--- src/sv/mtrp_pkg.sv ---
// ----------------------------------------------------------------------------
// mtrp_pkg
// Types and constants shared by the Modbus TCP request parser modules.
// ----------------------------------------------------------------------------
package mtrp_pkg;

  localparam int unsigned HDR_LEN        = 12;  // bytes kept from each frame
  localparam int unsigned MBAP_LEN       = 6;   // unit id sits right after MBAP
  localparam int unsigned WRITE_MLEN     = 6;   // length byte of a write response
  localparam int unsigned READ_MLEN_BASE = 3;   // unit id, function, byte count
  localparam int unsigned WRITE_LEN_BASE = 13;  // frame length of fc16 before data

  localparam logic [15:0] COIL_ON_WORD = 16'hFF00;

  localparam logic [7:0] FC_RD_COILS        = 8'd1;
  localparam logic [7:0] FC_READ_DISCRETE   = 8'd2;
  localparam logic [7:0] FC_READ_HOLDING    = 8'd3;
  localparam logic [7:0] FC_READ_INPUT      = 8'd4;
  localparam logic [7:0] FC_WR_COIL         = 8'd5;
  localparam logic [7:0] FC_WRITE_MULTI_REG = 8'd16;

  typedef struct packed {
    logic [7:0] rx_byte;
    logic       rx_last;
  } in_t;

  typedef struct packed {
    logic [7:0]  tx_byte;
    logic        tx_last;
    logic [7:0]  req_function;
    logic [15:0] req_address;
    logic [15:0] req_quantity;
    logic        coil_on;
  } out_t;

  // One accepted request, as handed from the front end to the response side.
  typedef struct packed {
    logic [7:0]  txid_hi;
    logic [7:0]  txid_lo;
    logic [7:0]  mlen;
    logic [7:0]  unit;
    logic [7:0]  fc;
    logic [7:0]  byte8;     // byte count for reads, address high for writes
    logic [15:0] addr;
    logic [15:0] qty;
    logic        coil_on;
    logic        is_write;  // 12-byte response instead of 9
  } job_t;

endpackage

--- src/sv/mtrp_front.sv ---
// ----------------------------------------------------------------------------
// mtrp_front
// Collects the first header bytes of a frame, counts its length and checks
// the request on the last byte; passing requests are pushed as jobs.
// ----------------------------------------------------------------------------
module mtrp_front #(
  parameter int unsigned FRAME_MAX = 64
) (
  input  logic                clk,
  input  logic                rst_n,
  input  logic                in_fire,
  input  mtrp_pkg::in_t       in_data,
  input  logic                cfg_fire,
  input  logic [7:0]          cfg_data,
  output logic                job_push,
  output mtrp_pkg::job_t      job
);

  localparam int unsigned CW = $clog2(FRAME_MAX + 1);
  localparam int unsigned HL = mtrp_pkg::HDR_LEN;
  localparam int unsigned ML = mtrp_pkg::MBAP_LEN;

  logic [7:0]    hdr_r [HL];
  logic [7:0]    hdr_v [HL];
  logic [CW-1:0] count_r, count_nxt;
  logic [7:0]    unit_id_r;
  logic [CW-1:0] len;
  logic [15:0]   qty;
  logic [17:0]   wlen;
  logic          qty_big, pass, fc_ok;
  logic [7:0]    bcount;

  // Current byte merged in so the checks see a frame ending at byte 11.
  always_comb begin
    for (int i = 0; i < HL; i++) begin
      hdr_v[i] = (count_r == CW'(i)) ? in_data.rx_byte : hdr_r[i];
    end
  end

  always_comb begin
    len = (count_r < CW'(FRAME_MAX)) ? count_r + CW'(1) : count_r;
    if (in_data.rx_last) begin
      count_nxt = '0;
    end else begin
      count_nxt = len;
    end
  end

  always_ff @(posedge clk) begin
    if (in_fire) begin
      for (int i = 0; i < HL; i++) begin
        if (count_r == CW'(i)) hdr_r[i] <= in_data.rx_byte;
      end
    end
  end

  always_ff @(posedge clk) begin
    if (!rst_n) begin
      count_r   <= '0;
      unit_id_r <= 8'd1;
    end else begin
      if (in_fire) count_r <= count_nxt;
      if (cfg_fire) unit_id_r <= cfg_data;
    end
  end

  assign qty     = {hdr_v[ML+4], hdr_v[ML+5]};
  assign qty_big = qty > 16'(FRAME_MAX);
  assign wlen    = 18'(mtrp_pkg::WRITE_LEN_BASE) + {1'b0, qty, 1'b0};
  assign bcount  = (qty == 16'd0) ? 8'd1 : 8'(((qty - 16'd1) >> 3) + 16'd1);

  always_comb begin
    job.txid_hi  = hdr_v[0];
    job.txid_lo  = hdr_v[1];
    job.unit     = unit_id_r;
    job.fc       = hdr_v[ML+1];
    job.addr     = {hdr_v[ML+2], hdr_v[ML+3]};
    job.qty      = qty;
    job.coil_on  = 1'b0;
    job.is_write = 1'b0;
    job.byte8    = 8'd0;
    job.mlen     = 8'd0;
    fc_ok        = 1'b0;
    case (hdr_v[ML+1])
      mtrp_pkg::FC_RD_COILS, mtrp_pkg::FC_READ_DISCRETE: begin
        fc_ok     = !qty_big && (len == CW'(HL));
        job.byte8 = bcount;
        job.mlen  = bcount + 8'(mtrp_pkg::READ_MLEN_BASE);
      end
      mtrp_pkg::FC_READ_HOLDING, mtrp_pkg::FC_READ_INPUT: begin
        fc_ok     = !qty_big && (len == CW'(HL));
        job.byte8 = {qty[6:0], 1'b0};
        job.mlen  = {qty[6:0], 1'b0} + 8'(mtrp_pkg::READ_MLEN_BASE);
      end
      mtrp_pkg::FC_WR_COIL: begin
        fc_ok        = (len == CW'(HL));
        job.coil_on  = (qty == mtrp_pkg::COIL_ON_WORD);
        job.is_write = 1'b1;
        job.byte8    = hdr_v[ML+2];
        job.mlen     = 8'(mtrp_pkg::WRITE_MLEN);
      end
      mtrp_pkg::FC_WRITE_MULTI_REG: begin
        fc_ok        = !qty_big && (18'(len) == wlen);
        job.is_write = 1'b1;
        job.byte8    = hdr_v[ML+2];
        job.mlen     = 8'(mtrp_pkg::WRITE_MLEN);
      end
      default: fc_ok = 1'b0;
    endcase
  end

  assign pass     = (len >= CW'(HL)) && (hdr_v[ML] == unit_id_r) && fc_ok;
  assign job_push = in_fire && in_data.rx_last && pass;

endmodule

--- src/sv/mtrp_queue.sv ---
// ----------------------------------------------------------------------------
// mtrp_queue
// Small job FIFO between request checking and response generation.
// ----------------------------------------------------------------------------
module mtrp_queue #(
  parameter int unsigned DEPTH = 2
) (
  input  logic            clk,
  input  logic            rst_n,
  input  logic            push,
  input  mtrp_pkg::job_t  push_job,
  input  logic            pop,
  output mtrp_pkg::job_t  head,
  output logic            empty,
  output logic            full
);

  localparam int unsigned PW = (DEPTH > 1) ? $clog2(DEPTH) : 1;
  localparam int unsigned NW = $clog2(DEPTH + 1);

  mtrp_pkg::job_t mem_r [DEPTH];
  logic [PW-1:0]  wr_r, rd_r;
  logic [NW-1:0]  cnt_r;

  function automatic logic [PW-1:0] adv(input logic [PW-1:0] p);
    return (p == PW'(DEPTH - 1)) ? '0 : p + PW'(1);
  endfunction

  assign empty = (cnt_r == '0);
  assign full  = (cnt_r == NW'(DEPTH));
  assign head  = mem_r[rd_r];

  always_ff @(posedge clk) begin
    if (push) mem_r[wr_r] <= push_job;
  end

  always_ff @(posedge clk) begin
    if (!rst_n) begin
      wr_r  <= '0;
      rd_r  <= '0;
      cnt_r <= '0;
    end else begin
      if (push) wr_r <= adv(wr_r);
      if (pop) rd_r <= adv(rd_r);
      if (push && !pop) cnt_r <= cnt_r + NW'(1);
      else if (pop && !push) cnt_r <= cnt_r - NW'(1);
    end
  end

endmodule

--- src/sv/mtrp_back.sv ---
// ----------------------------------------------------------------------------
// mtrp_back
// Walks the head job byte by byte into a registered output stage.
// ----------------------------------------------------------------------------
module mtrp_back (
  input  logic            clk,
  input  logic            rst_n,
  input  mtrp_pkg::job_t  head,
  input  logic            empty,
  output logic            pop,
  input  logic            out_stall,
  output logic            out_valid,
  output mtrp_pkg::out_t  out_data
);

  logic [3:0]     idx_r;
  logic           valid_r;
  mtrp_pkg::out_t out_r, out_nxt;
  logic           load, last;

  assign load = !empty && (!valid_r || !out_stall);
  assign last = head.is_write ? (idx_r == 4'(mtrp_pkg::HDR_LEN - 1)) : (idx_r == 4'd8);
  assign pop  = load && last;

  always_comb begin
    out_nxt.tx_last      = last;
    out_nxt.req_function = head.fc;
    out_nxt.req_address  = head.addr;
    out_nxt.req_quantity = head.qty;
    out_nxt.coil_on      = head.coil_on;
    case (idx_r)
      4'd0:    out_nxt.tx_byte = head.txid_hi;
      4'd1:    out_nxt.tx_byte = head.txid_lo;
      4'd5:    out_nxt.tx_byte = head.mlen;
      4'd6:    out_nxt.tx_byte = head.unit;
      4'd7:    out_nxt.tx_byte = head.fc;
      4'd8:    out_nxt.tx_byte = head.byte8;
      4'd9:    out_nxt.tx_byte = head.addr[7:0];
      4'd10:   out_nxt.tx_byte = head.qty[15:8];
      4'd11:   out_nxt.tx_byte = head.qty[7:0];
      default: out_nxt.tx_byte = 8'd0;
    endcase
  end

  always_ff @(posedge clk) begin
    if (load) out_r <= out_nxt;
  end

  always_ff @(posedge clk) begin
    if (!rst_n) begin
      valid_r <= 1'b0;
      idx_r   <= '0;
    end else begin
      if (load) begin
        valid_r <= 1'b1;
        idx_r   <= last ? 4'd0 : idx_r + 4'd1;
      end else if (!out_stall) begin
        valid_r <= 1'b0;
      end
    end
  end

  assign out_valid = valid_r;
  assign out_data  = out_r;

endmodule

--- src/sv/modbus_tcp_request_parser.sv ---
// ----------------------------------------------------------------------------
// modbus_tcp_request_parser
// Modbus TCP slave request parser: checks a received frame and emits the
// response header together with the decoded request.
//
// Feed one frame byte per transaction with rx_last on the final byte; bytes
// are taken every cycle while the job queue has room. On the final byte the
// frame is checked (length of at least 12, unit id equal to the configured
// value, function code 1, 2, 3, 4, 5 or 16, and the length and quantity
// rules of that code) in the same cycle, and a passing request is queued.
// The response side then streams 9 header bytes for reads (ending with the
// data byte count) or 12 for writes (ending with the echoed address and
// quantity or value), each carrying the decoded request. Failing frames
// produce nothing. The first response byte passes through the job queue
// and the output register after the final frame byte is taken; output
// throughput is one byte per cycle while out_stall is low, with no gap
// between bursts, and input stalls only when QUEUE_DEPTH requests are
// queued or being sent. The unit id register (reset 1) is to be written over
// cfg_valid/cfg_data by the user only while idle; the block does not check.
// ----------------------------------------------------------------------------
module modbus_tcp_request_parser #(
  parameter int unsigned FRAME_MAX   = 64,  // 12 .. 256
  parameter int unsigned QUEUE_DEPTH = 2    // at least 2
) (
  input  logic           clk,
  input  logic           rst_n,
  input  logic           in_valid,
  output logic           in_stall,
  input  mtrp_pkg::in_t  in_data,
  output logic           out_valid,
  input  logic           out_stall,
  output mtrp_pkg::out_t out_data,
  input  logic           cfg_valid,
  output logic           cfg_ready,
  input  logic [7:0]     cfg_data
);

  logic           in_fire, cfg_fire;
  logic           q_push, q_pop, q_empty, q_full;
  mtrp_pkg::job_t push_job, head_job;

  // Hold input only when the queue cannot take another request.
  assign in_stall  = q_full;
  assign in_fire   = in_valid && !in_stall;
  assign cfg_ready = 1'b1;
  assign cfg_fire  = cfg_valid && cfg_ready;

  mtrp_front #(.FRAME_MAX(FRAME_MAX)) u_front (
    .clk      (clk),
    .rst_n    (rst_n),
    .in_fire  (in_fire),
    .in_data  (in_data),
    .cfg_fire (cfg_fire),
    .cfg_data (cfg_data),
    .job_push (q_push),
    .job      (push_job)
  );

  mtrp_queue #(.DEPTH(QUEUE_DEPTH)) u_queue (
    .clk      (clk),
    .rst_n    (rst_n),
    .push     (q_push),
    .push_job (push_job),
    .pop      (q_pop),
    .head     (head_job),
    .empty    (q_empty),
    .full     (q_full)
  );

  mtrp_back u_back (
    .clk       (clk),
    .rst_n     (rst_n),
    .head      (head_job),
    .empty     (q_empty),
    .pop       (q_pop),
    .out_stall (out_stall),
    .out_valid (out_valid),
    .out_data  (out_data)
  );

  // Never push into a full queue.
  a_no_overflow: assert property (@(posedge clk) disable iff (!rst_n)
    !(q_push && q_full)) else $error("job queue overflow");

  // A response burst runs without gaps once started.
  a_burst_gapless: assert property (@(posedge clk) disable iff (!rst_n)
    out_valid && !out_stall && !out_data.tx_last |=> out_valid)
    else $error("gap inside response burst");

  // The last byte of a multiple register write echoes the quantity low byte.
  a_fc16_tail: assert property (@(posedge clk) disable iff (!rst_n)
    out_valid && out_data.tx_last &&
    out_data.req_function == mtrp_pkg::FC_WRITE_MULTI_REG |->
    out_data.tx_byte == out_data.req_quantity[7:0])
    else $error("bad final byte for multiple register write");

  // Coil flag only for single coil writes.
  a_coil_fc: assert property (@(posedge clk) disable iff (!rst_n)
    out_valid && out_data.coil_on |-> out_data.req_function == mtrp_pkg::FC_WR_COIL)
    else $error("coil_on with wrong function code");

endmodule
--- config.mk ---
export PLATFORM = sky130hd
export DESIGN_NAME = modbus_tcp_request_parser
export DESIGN_NICKNAME = d
export VERILOG_FILES = /design/src/sv/mtrp_pkg.sv /design/src/sv/mtrp_front.sv /design/src/sv/mtrp_queue.sv /design/src/sv/mtrp_back.sv /design/src/sv/modbus_tcp_request_parser.sv
export SDC_FILE = /design/constraint.sdc
export NUM_CORES = 1
export LEC_CHECK = 0
export ABC_AREA = 1
export BUFFER_PORTS_ARGS = -buffer_cell sky130_fd_sc_hd__buf_2
export CAP_MARGIN = 40
export CORE_ASPECT_RATIO = 1.5
export CORE_UTILIZATION = 60
export CTS_BUF_LIST = sky130_fd_sc_hd__clkbuf_4 sky130_fd_sc_hd__clkbuf_8 sky130_fd_sc_hd__clkbuf_16
export DETAILED_ROUTE_END_ITERATION = 8
export PLACE_DENSITY = 0.78
export REMOVE_ABC_BUFFERS = 1
export SYNTH_ARGS = -nofsm -noshare
export SYNTH_HDL_FRONTEND = slang
export SYNTH_SLANG_ARGS = --single-unit
export TNS_END_PERCENT = 5
--- constraint.sdc ---
create_clock -name clk -period 11.3 [get_ports clk]
set_input_delay 2.26 -clock clk [delete_from_list [all_inputs] [get_ports clk]]
set_output_delay 2.26 -clock clk [all_outputs]
set_load 0.03 [all_outputs]
==> results of run 1 <==
==> power by group through the flow <==
stage / sequential, W / clock [W] / combinational [W]
floorplan: 0.00124 / 0 / 0.0000166
global placement: 0.00125 / 0 / 0.0000353
detailed placement: 0.00125 / 0 / 0.0000364
CTS: 0.00122 / 0.000842 / 0.0000365
global route: 0.00122 / 0.000884 / 0.0000404
finish: 0.00122 / 0.000838 / 0.0000371
==> worst min-delay path by stage <==
| stage | endpoint | depth (start not counted) | from | slack, ns |
|---|---|---|---|---|
| 4_1_cts | u_back.out_valid | 2 | u_back.out_valid | 0.49 |
| 5_1_grt | u_queue.mem_r[0][53] | 0 | u_front.unit_id_r[3] | 0.53 |
| 3_3_place_gp | u_queue.mem_r[1][53] | 0 | u_front.unit_id_r[3] | 0.47 |
| 2_1_floorplan | u_queue.mem_r[0][50] | 0 | u_front.unit_id_r[0] | 0.43 |
| 3_5_place_dp | u_back.out_valid | 2 | u_back.out_valid | 0.48 |
| 6_report | u_back.out_valid | 2 | u_back.out_valid | 0.49 |
==> layout by cell type, fill, tap and decap left out, drive strengths merged, types with 11 or more instances in the layout <==
cell type  count
a21oi         47
buf           82
clkbuf        31
clkinv        11
dfxtp         25
edfxtp       278
ha            16
inv          106
nand2        454
nand3         47
nand4         11
nor2         130
nor3          13
o21ai         83
xor2          16
==> layout make-up <==
| cell class | count | area (sq um) | share of cell area |
|---|---|---|---|
| well taps | 276 | 345.3 | 0.02277 |
| clock inverters | 13 | 101.3 | 0.006683 |
| flip-flops and latches | 303 | 8850 | 0.5836 |
| multi-input cells | 878 | 4345 | 0.2866 |
| clock buffers | 31 | 688.2 | 0.04538 |
| repair buffers | 82 | 430.4 | 0.02838 |
| inverters | 107 | 404.1 | 0.02665 |
==> cells by family (layout without fill, tap and decap cells) <==
| group | Yosys count | in the layout |
|---|---|---|
| AND/OR/NAND/NOR | 664 | 664 |
| flip-flops | 303 | 303 |
| AO/OA/AOI/OAI | 175 | 175 |
| buffers and inverters | 140 | 233 |
| XOR/XNOR | 20 | 20 |
| adder cells (fa/ha/maj) | 16 | 16 |
| multiplexers | 2 | 2 |
| other | 1 | 1 |
==> metrics by stage <==
step,setup WS [ns],cells,area (sq um),hold WS (ns)
floorplan,3.528,1288,13590,0.4256
global placement,5.354,1645,14370,0.4690
detailed placement,5.266,1646,14380,0.4830
CTS,5.833,1690,15160,0.4930
global route,5.410,1690,15160,0.5252
finish,5.772,1690,15160,0.4861
==> registers in the layout, indices dropped and copies added (netlist names), named ones only <==
name and cells:
u_back.idx_r 4, u_back.out_data 50, u_back.out_valid 1, u_front.count_r 7, u_front.hdr_r 64, u_front.unit_id_r 8
u_queue.cnt_r 2, u_queue.mem_r 164, u_queue.rd_r 1, u_queue.wr_r 1
==> worst register-to-register path, delay by kind of cell (launching register included) <==
kind / cells / cell delay, ns
simple gates: 10 / 2.13
buf+inv: 4 / 1.08
compound gates: 2 / 0.66
flops: 1 / 0.41
fa+ha+maj: 1 / 0.26
==> per-layer routing <==
layer	track usage	part of all wire
met1	0.3752	0.37
met2	0.5139	0.50
met3	0.02489	0.064
met4	0.1717	0.061
met5	0	0
==> reports/results.tsv, run 1 <==
metric	value	unit
drive_gt1_frac	0.1457	
pwr-share-seq	0.583	
relSlewSlack	0.3516	
via_per_inst	5.840	
fillers	1647	
worst_pin_slew	0.9624	ns
synth-main-ff-cell	edfxtp_1	
start_kind	primary input	
p_comb_frac	0.018	
critical_path.startpoint	in_data[3]	
setup_viol	0	
rsz0062_at_grt	false	
period_needed	5.528	ns
yosysTopAreaCellShare	0.6070	
synthXorXnorAreaFrac	0.01383	
clock_latency	0.54	ns
htree_levels	1	
ios	75	
drv_slew	0	
fin_util	0.6775	
clk_pin_slew	0.06	ns
syn_to_final_growth	10.26	%
hold_viol_final	0	
vdd_ir_drop_max	0.1234	mV
swShare	0.1976	
final_nets	1436	
worstPathRequired	11.47	ns
rr_endpoint	u_queue.mem_r[0][81]	
portBuffers	73	
synth_compound_area_frac	0.07569	
synth_mux_area_frac	0.001456	
crit_cells	22	
endpoint	u_queue.mem_r[0][81]	
clkPwrFrac	0.399	
overflow	0	
cts.path.max_buffers	3	
grt_util_all_layers	0.3001	
yosys.area_share.simple	0.2096	
routed_wl	34.68	mm
tns	0	ns
core_area	22380	sq um
antenna_found_initial	0	
fin_crit_sh	0.4892	
vias	9869	
antenna_cells	0	
cts_root_buf	clkbuf_16	
avgSynthCellArea	10.41	sq um
yosys-top-cells-count	nand2_1, edfxtp_1, nor2_1	
crit_top_cell	nand2_1	
grt_max_degree	82	
cts_tree	yes	
fmax	180.9	MHz
path_delay_family	simple AND/OR/NAND/NOR gates	
path_class	in -> reg	
grt_pass1_vias	9341	
die_w	125.6	um
skew	0.02413	ns
ys_types	51	
power.density	138.3	nW/um^2
die_area	23540	sq um
netlist.top_cell.by_area	edfxtp_1	
wire_per_inst	20.52	um
yosys-top-cells-area	edfxtp_1, nand2_1, dfxtp_1	
rr_startpoint	u_front.count_r[0]	
synth_edf_count	278	
switchingPower	0.0004145	W
synthAdderAreaFrac	0.01456	
cts_resized	0	
cap_violations	0	
synthArstFlopShare	0	
ys_ff_latch	303	
power.leakage	5.908	nW
worst_setup_path_end_kind	flop	
hpwl	25.30	mm
gp_congestion	0.9606	
row_count	67	
dr.pass1.iters	9	
arrival	5.69	ns
worst-path-buf-inv	4	
r2r_slack	6.39	ns
cts.sinks	303	
antenna_left	0	
synth.yosys.seq_area_share	0.6434	
path_max_fanout	67	
synth_top_family_by_area	simple AND/OR/NAND/NOR gates	
power	0.002097	W
cpMaxStageDelayCell	buf_4	
slowest_delay	0.78	ns
internal_power	0.001683	W
reg2reg_depth	17	
cts_made_buffers	26	
syn_inst	1321	
yosysMostFrequentCell	nand2_1	
grt_pass1_wl	52.56	mm
ys_warn_count	0	
status	finished, violations left	
violations	DRC	
drc	7	
path_cells	buf_2, inv_1, nand2_1, nand2_1, ha_1, inv_1, nand2_1, nand2_1, nand2_1, nand2_1, nor2_1, nand2_1, nor2_1, nand2_1, nor2_1, nand2_1, nand2_1, nand2_1, nand2_1, nand2_1, nor2_4, buf_4	
mappedNetlistArea	13750	sq um
hold_path_class	reg -> reg	
start_util	0.6145	
die_y	187.4	um
postCtsHoldBufs	0	
drt_iter0_drc	1106	
cts_setup_buffers	0	
Note: power is estimated with default switching activity, not from simulation.
==> inputs of run 2 (changes only) <==
--- a/config.mk
+++ b/config.mk
@@ -5,14 +5,14 @@
 export SDC_FILE = /design/constraint.sdc
 export NUM_CORES = 1
 export LEC_CHECK = 0
-export ABC_AREA = 1
+export ABC_AREA = 0
 export BUFFER_PORTS_ARGS = -buffer_cell sky130_fd_sc_hd__buf_2
 export CAP_MARGIN = 40
 export CORE_ASPECT_RATIO = 1.5
 export CORE_UTILIZATION = 60
 export CTS_BUF_LIST = sky130_fd_sc_hd__clkbuf_4 sky130_fd_sc_hd__clkbuf_8 sky130_fd_sc_hd__clkbuf_16
 export DETAILED_ROUTE_END_ITERATION = 8
-export PLACE_DENSITY = 0.78
+export PLACE_DENSITY = 0.77
 export REMOVE_ABC_BUFFERS = 1
 export SYNTH_ARGS = -nofsm -noshare
 export SYNTH_HDL_FRONTEND = slang
==> constraint.sdc (replaced) <==
create_clock -name clk -period 5.3 [get_ports clk]
set_input_delay 1.06 -clock clk [delete_from_list [all_inputs] [get_ports clk]]
set_output_delay 1.06 -clock clk [all_outputs]
set_load 0.03 [all_outputs]
==> reports/results.tsv, run 2 <==
metric	value	unit	change
power.leakage	5.470	nW	was 5.908 nW
stdcell_count	1383		was 1690
path_max_fanout	12		was 67
rr_endpoint	u_queue.mem_r[1][65]		was u_queue.mem_r[0][81]
yosys-top-cells-area	edfxtp_1, mux2_2, dfxtp_1		was edfxtp_1, nand2_1, dfxtp_1
grt.met3_usage	0.03180		was 0.02489
power	0.004739	W	was 0.002097 W
rr_startpoint	u_front.count_r[1]		was u_front.count_r[0]
arrival	5.19	ns	was 5.69 ns
ys_types	80		was 51
worst_setup_path_end_kind	flop		unchanged
netlist.top_cell.by_area	edfxtp_1		unchanged
relSlewSlack	0.4277		was 0.3516
post-place-ws	0.5358	ns	was 5.266 ns
synthArstFlopShare	0		unchanged
htree_levels	1		unchanged
ys_warn_count	0		unchanged
yosysMostFrequentCell	edfxtp_1		was nand2_1
ios	75		unchanged
antenna_found_initial	0		unchanged
core_area	22890	sq um	was 22380 sq um
postCtsHoldBufs	0		unchanged
hold_depth	2		unchanged
syn_inst	1012		was 1321
cts_made_buffers	27		was 26
p_comb_frac	0.023		was 0.018
cts.sinks	303		unchanged
yosys-top-cells-count	edfxtp_1, mux2_2, nor2_1		was nand2_1, edfxtp_1, nor2_1
swShare	0.1951		was 0.1976
clkPwrFrac	0.428		was 0.399
reg2reg_depth	17		unchanged
synthXorXnorAreaFrac	0.02984		was 0.01383
vdd_ir_drop_max	0.2548	mV	was 0.1234 mV
fin_util	0.6820		was 0.6775
synth-main-ff-cell	edfxtp_1		unchanged
dr.pass1.iters	5		was 9
clk_pin_slew	0.07	ns	was 0.06 ns
yosys.area_share.simple	0.1221		was 0.2096
synth.yosys.seq_area_share	0.6338		was 0.6434
path_class	reg -> reg		was in -> reg
start_kind	flop		was primary input
switchingPower	0.0009247	W	was 0.0004145 W
cts_root_buf	clkbuf_16		unchanged
die_w	126.5	um	was 125.6 um
fillers	1621		was 1647
status	finished clean		was finished, violations left
cts.path.max_buffers	3		unchanged
dpl_cell_area	14680	sq um	was 14380 sq um
synth_edf_count	278		unchanged
die_area	23890	sq um	was 23540 sq um
mappedNetlistArea	13960	sq um	was 13750 sq um
rsz0062_at_grt	false		unchanged
internal_power	0.003814	W	was 0.001683 W
pwr-share-seq	0.549		was 0.583
layout_commonest_cell	edfxtp_1		was nand2_1
drive_gt1_frac	0.2529		was 0.1457
hold_viol_final	0		unchanged
worst_pin_slew	0.8494	ns	was 0.9624 ns
grt_pass1_vias	8588		was 9341
cts_setup_buffers	0		unchanged
synth_mux_area_frac	0.1043		was 0.001456
grt_use_met2	0.5102		was 0.5139
vias	8869		was 9869
setup_viol	0		unchanged
grt_pass1_wl	51.36	mm	was 52.56 mm
worstPathRequired	5.67	ns	was 11.47 ns
die_y	188.8	um	was 187.4 um
largest_register_ffs	164		unchanged
ys_ff_latch	303		unchanged
fin_area	15610	sq um	was 15160 sq um
final_nets	1121		was 1436
antenna_cells	0		unchanged
largest_register	u_queue.mem_r		unchanged
start_util	0.6100		was 0.6145
cap_violations	0		unchanged
gp_congestion	0.9001		was 0.9606
cts_tree	yes		unchanged
yosysTopAreaCellShare	0.5980		was 0.6070
antenna_left	0		unchanged
busiest_layer	met2		unchanged
synth_compound_area_frac	0.07170		was 0.07569
grt_max_degree	55		was 82
avgSynthCellArea	13.80	sq um	was 10.41 sq um
dp.cells	1334		was 1646
wire_per_inst	24.64	um	was 20.52 um
synthAdderAreaFrac	0.01434		was 0.01456
synth_top_family_by_area	simple AND/OR/NAND/NOR gates		unchanged
period_needed	4.819	ns	
drc	0		was 7
fin_crit_sh	0.9092		
min_from	u_queue.rd_r		was u_back.out_valid
overflow	0		unchanged
layout_common_cells	edfxtp_1, mux2_2, buf_2		was nand2_1, edfxtp_1, nor2_1
routed_wl	34.07	mm	was 34.68 mm
hpwl	23.96	mm	was 25.30 mm
clock_latency	0.56	ns	was 0.54 ns
fmax	207.5	MHz	
grt_util_all_layers	0.2905		was 0.3001
setup_ws	0.4814	ns	was 5.772 ns
via_per_inst	6.413		was 5.840
power.density	303.6	nW/um^2	was 138.3 nW/um^2
portBuffers	73		unchanged
grt.met1_usage	0.3619		was 0.3752
r2r_slack	0.48	ns	was 6.39 ns
drt_iter0_drc	706		was 1106
skew	0.03581	ns	was 0.02413 ns
drv_slew	0		unchanged
hold_path_class	reg -> reg		unchanged
syn_to_final_growth	11.81	%	was 10.26%
row_count	68		was 67
-- run 2: cell families (layout without fill, tap and decap cells) --
| logic type | count (synthesis) | count (layout) |
|---|---|---|
| mux | 133 | 133 |
| compound gates | 140 | 140 |
| xor+xnor | 46 | 46 |
| buf+inv | 77 | 168 |
| simple gates | 296 | 296 |
| other cells | 1 | 1 |
| flops | 303 | 303 |
| fa+ha+maj | 16 | 16 |
-- run 2: layer usage --
metal,share of wire,vias to the layer above
met5,0,-
met4,0.042,0
met3,0.046,69
met2,0.52,328
met1,0.40,4438
li1,-,4034
-- run 2: stage by stage --
stage | TNS (ns) | hold slack, ns
after detailed placement | 0 | 0.4928
after global routing | 0 | 0.5313
after CTS | 0 | 0.5105
after global placement | 0 | 0.4874
after floorplan | -191.83 | 0.4664
final | 0 | 0.5040
-- run 2: repair_timing --
item	CTS	global route
endpoints found under the setup margin	0	2
endpoints found under the hold margin	0	0
gates resized for setup	0	1
-- run 2: worst max path at each step --
stage                        from              endpoint  slack, ns
4_1_cts        u_front.count_r[1]  u_queue.mem_r[1][65]       0.48
6_report       u_front.count_r[1]  u_queue.mem_r[1][65]       0.48
2_1_floorplan  u_front.count_r[3]   u_queue.mem_r[0][0]      -2.06
5_1_grt        u_front.count_r[1]  u_queue.mem_r[1][65]        0.1
3_3_place_gp   u_front.count_r[1]  u_queue.mem_r[0][65]       0.68
3_5_place_dp   u_front.count_r[1]  u_queue.mem_r[1][65]       0.54
-- run 2: power groups by stage --
stage,Clock [W],Combinational [W],Sequential [W]
after global routing,0.00214,0.000114,0.00260
after detailed placement,0,0.000106,0.00265
after global placement,0,0.000105,0.00265
after CTS,0.00204,0.000107,0.00260
after floorplan,0,0.0000444,0.00265
final,0.00203,0.000108,0.00260
-- run 2: critical path, stage by stage (launching register included) --
cell and delay [ns]:
dfxtp_1 0.46, ha_1 0.32, or4b_4 0.60, nor2_4 0.22, nand2_1 0.08, nand2_1 0.19
inv_1 0.12, ha_1 0.30, nand2b_1 0.19, xnor2_1 0.12, mux2i_2 0.27, inv_1 0.07
ha_1 0.27, a211o_1 0.32, a2111oi_2 0.33, o21ai_0 0.18, or4_4 0.51, o221ai_2 0.08
-- run 2: area by class of cell --
| cell class | instances | area, sq um | share of cell area |
|---|---|---|---|
| Timing Repair Buffer | 98 | 590.6 | 0.03783 |
| Sequential cell | 303 | 8852 | 0.5671 |
| Tap cell | 280 | 350.3 | 0.02244 |
| Clock buffer | 33 | 733.2 | 0.04697 |
| Inverter | 21 | 78.83 | 0.005050 |
| Multi-Input combinational cell | 632 | 4807 | 0.3080 |
| Clock inverter | 16 | 197.7 | 0.01266 |
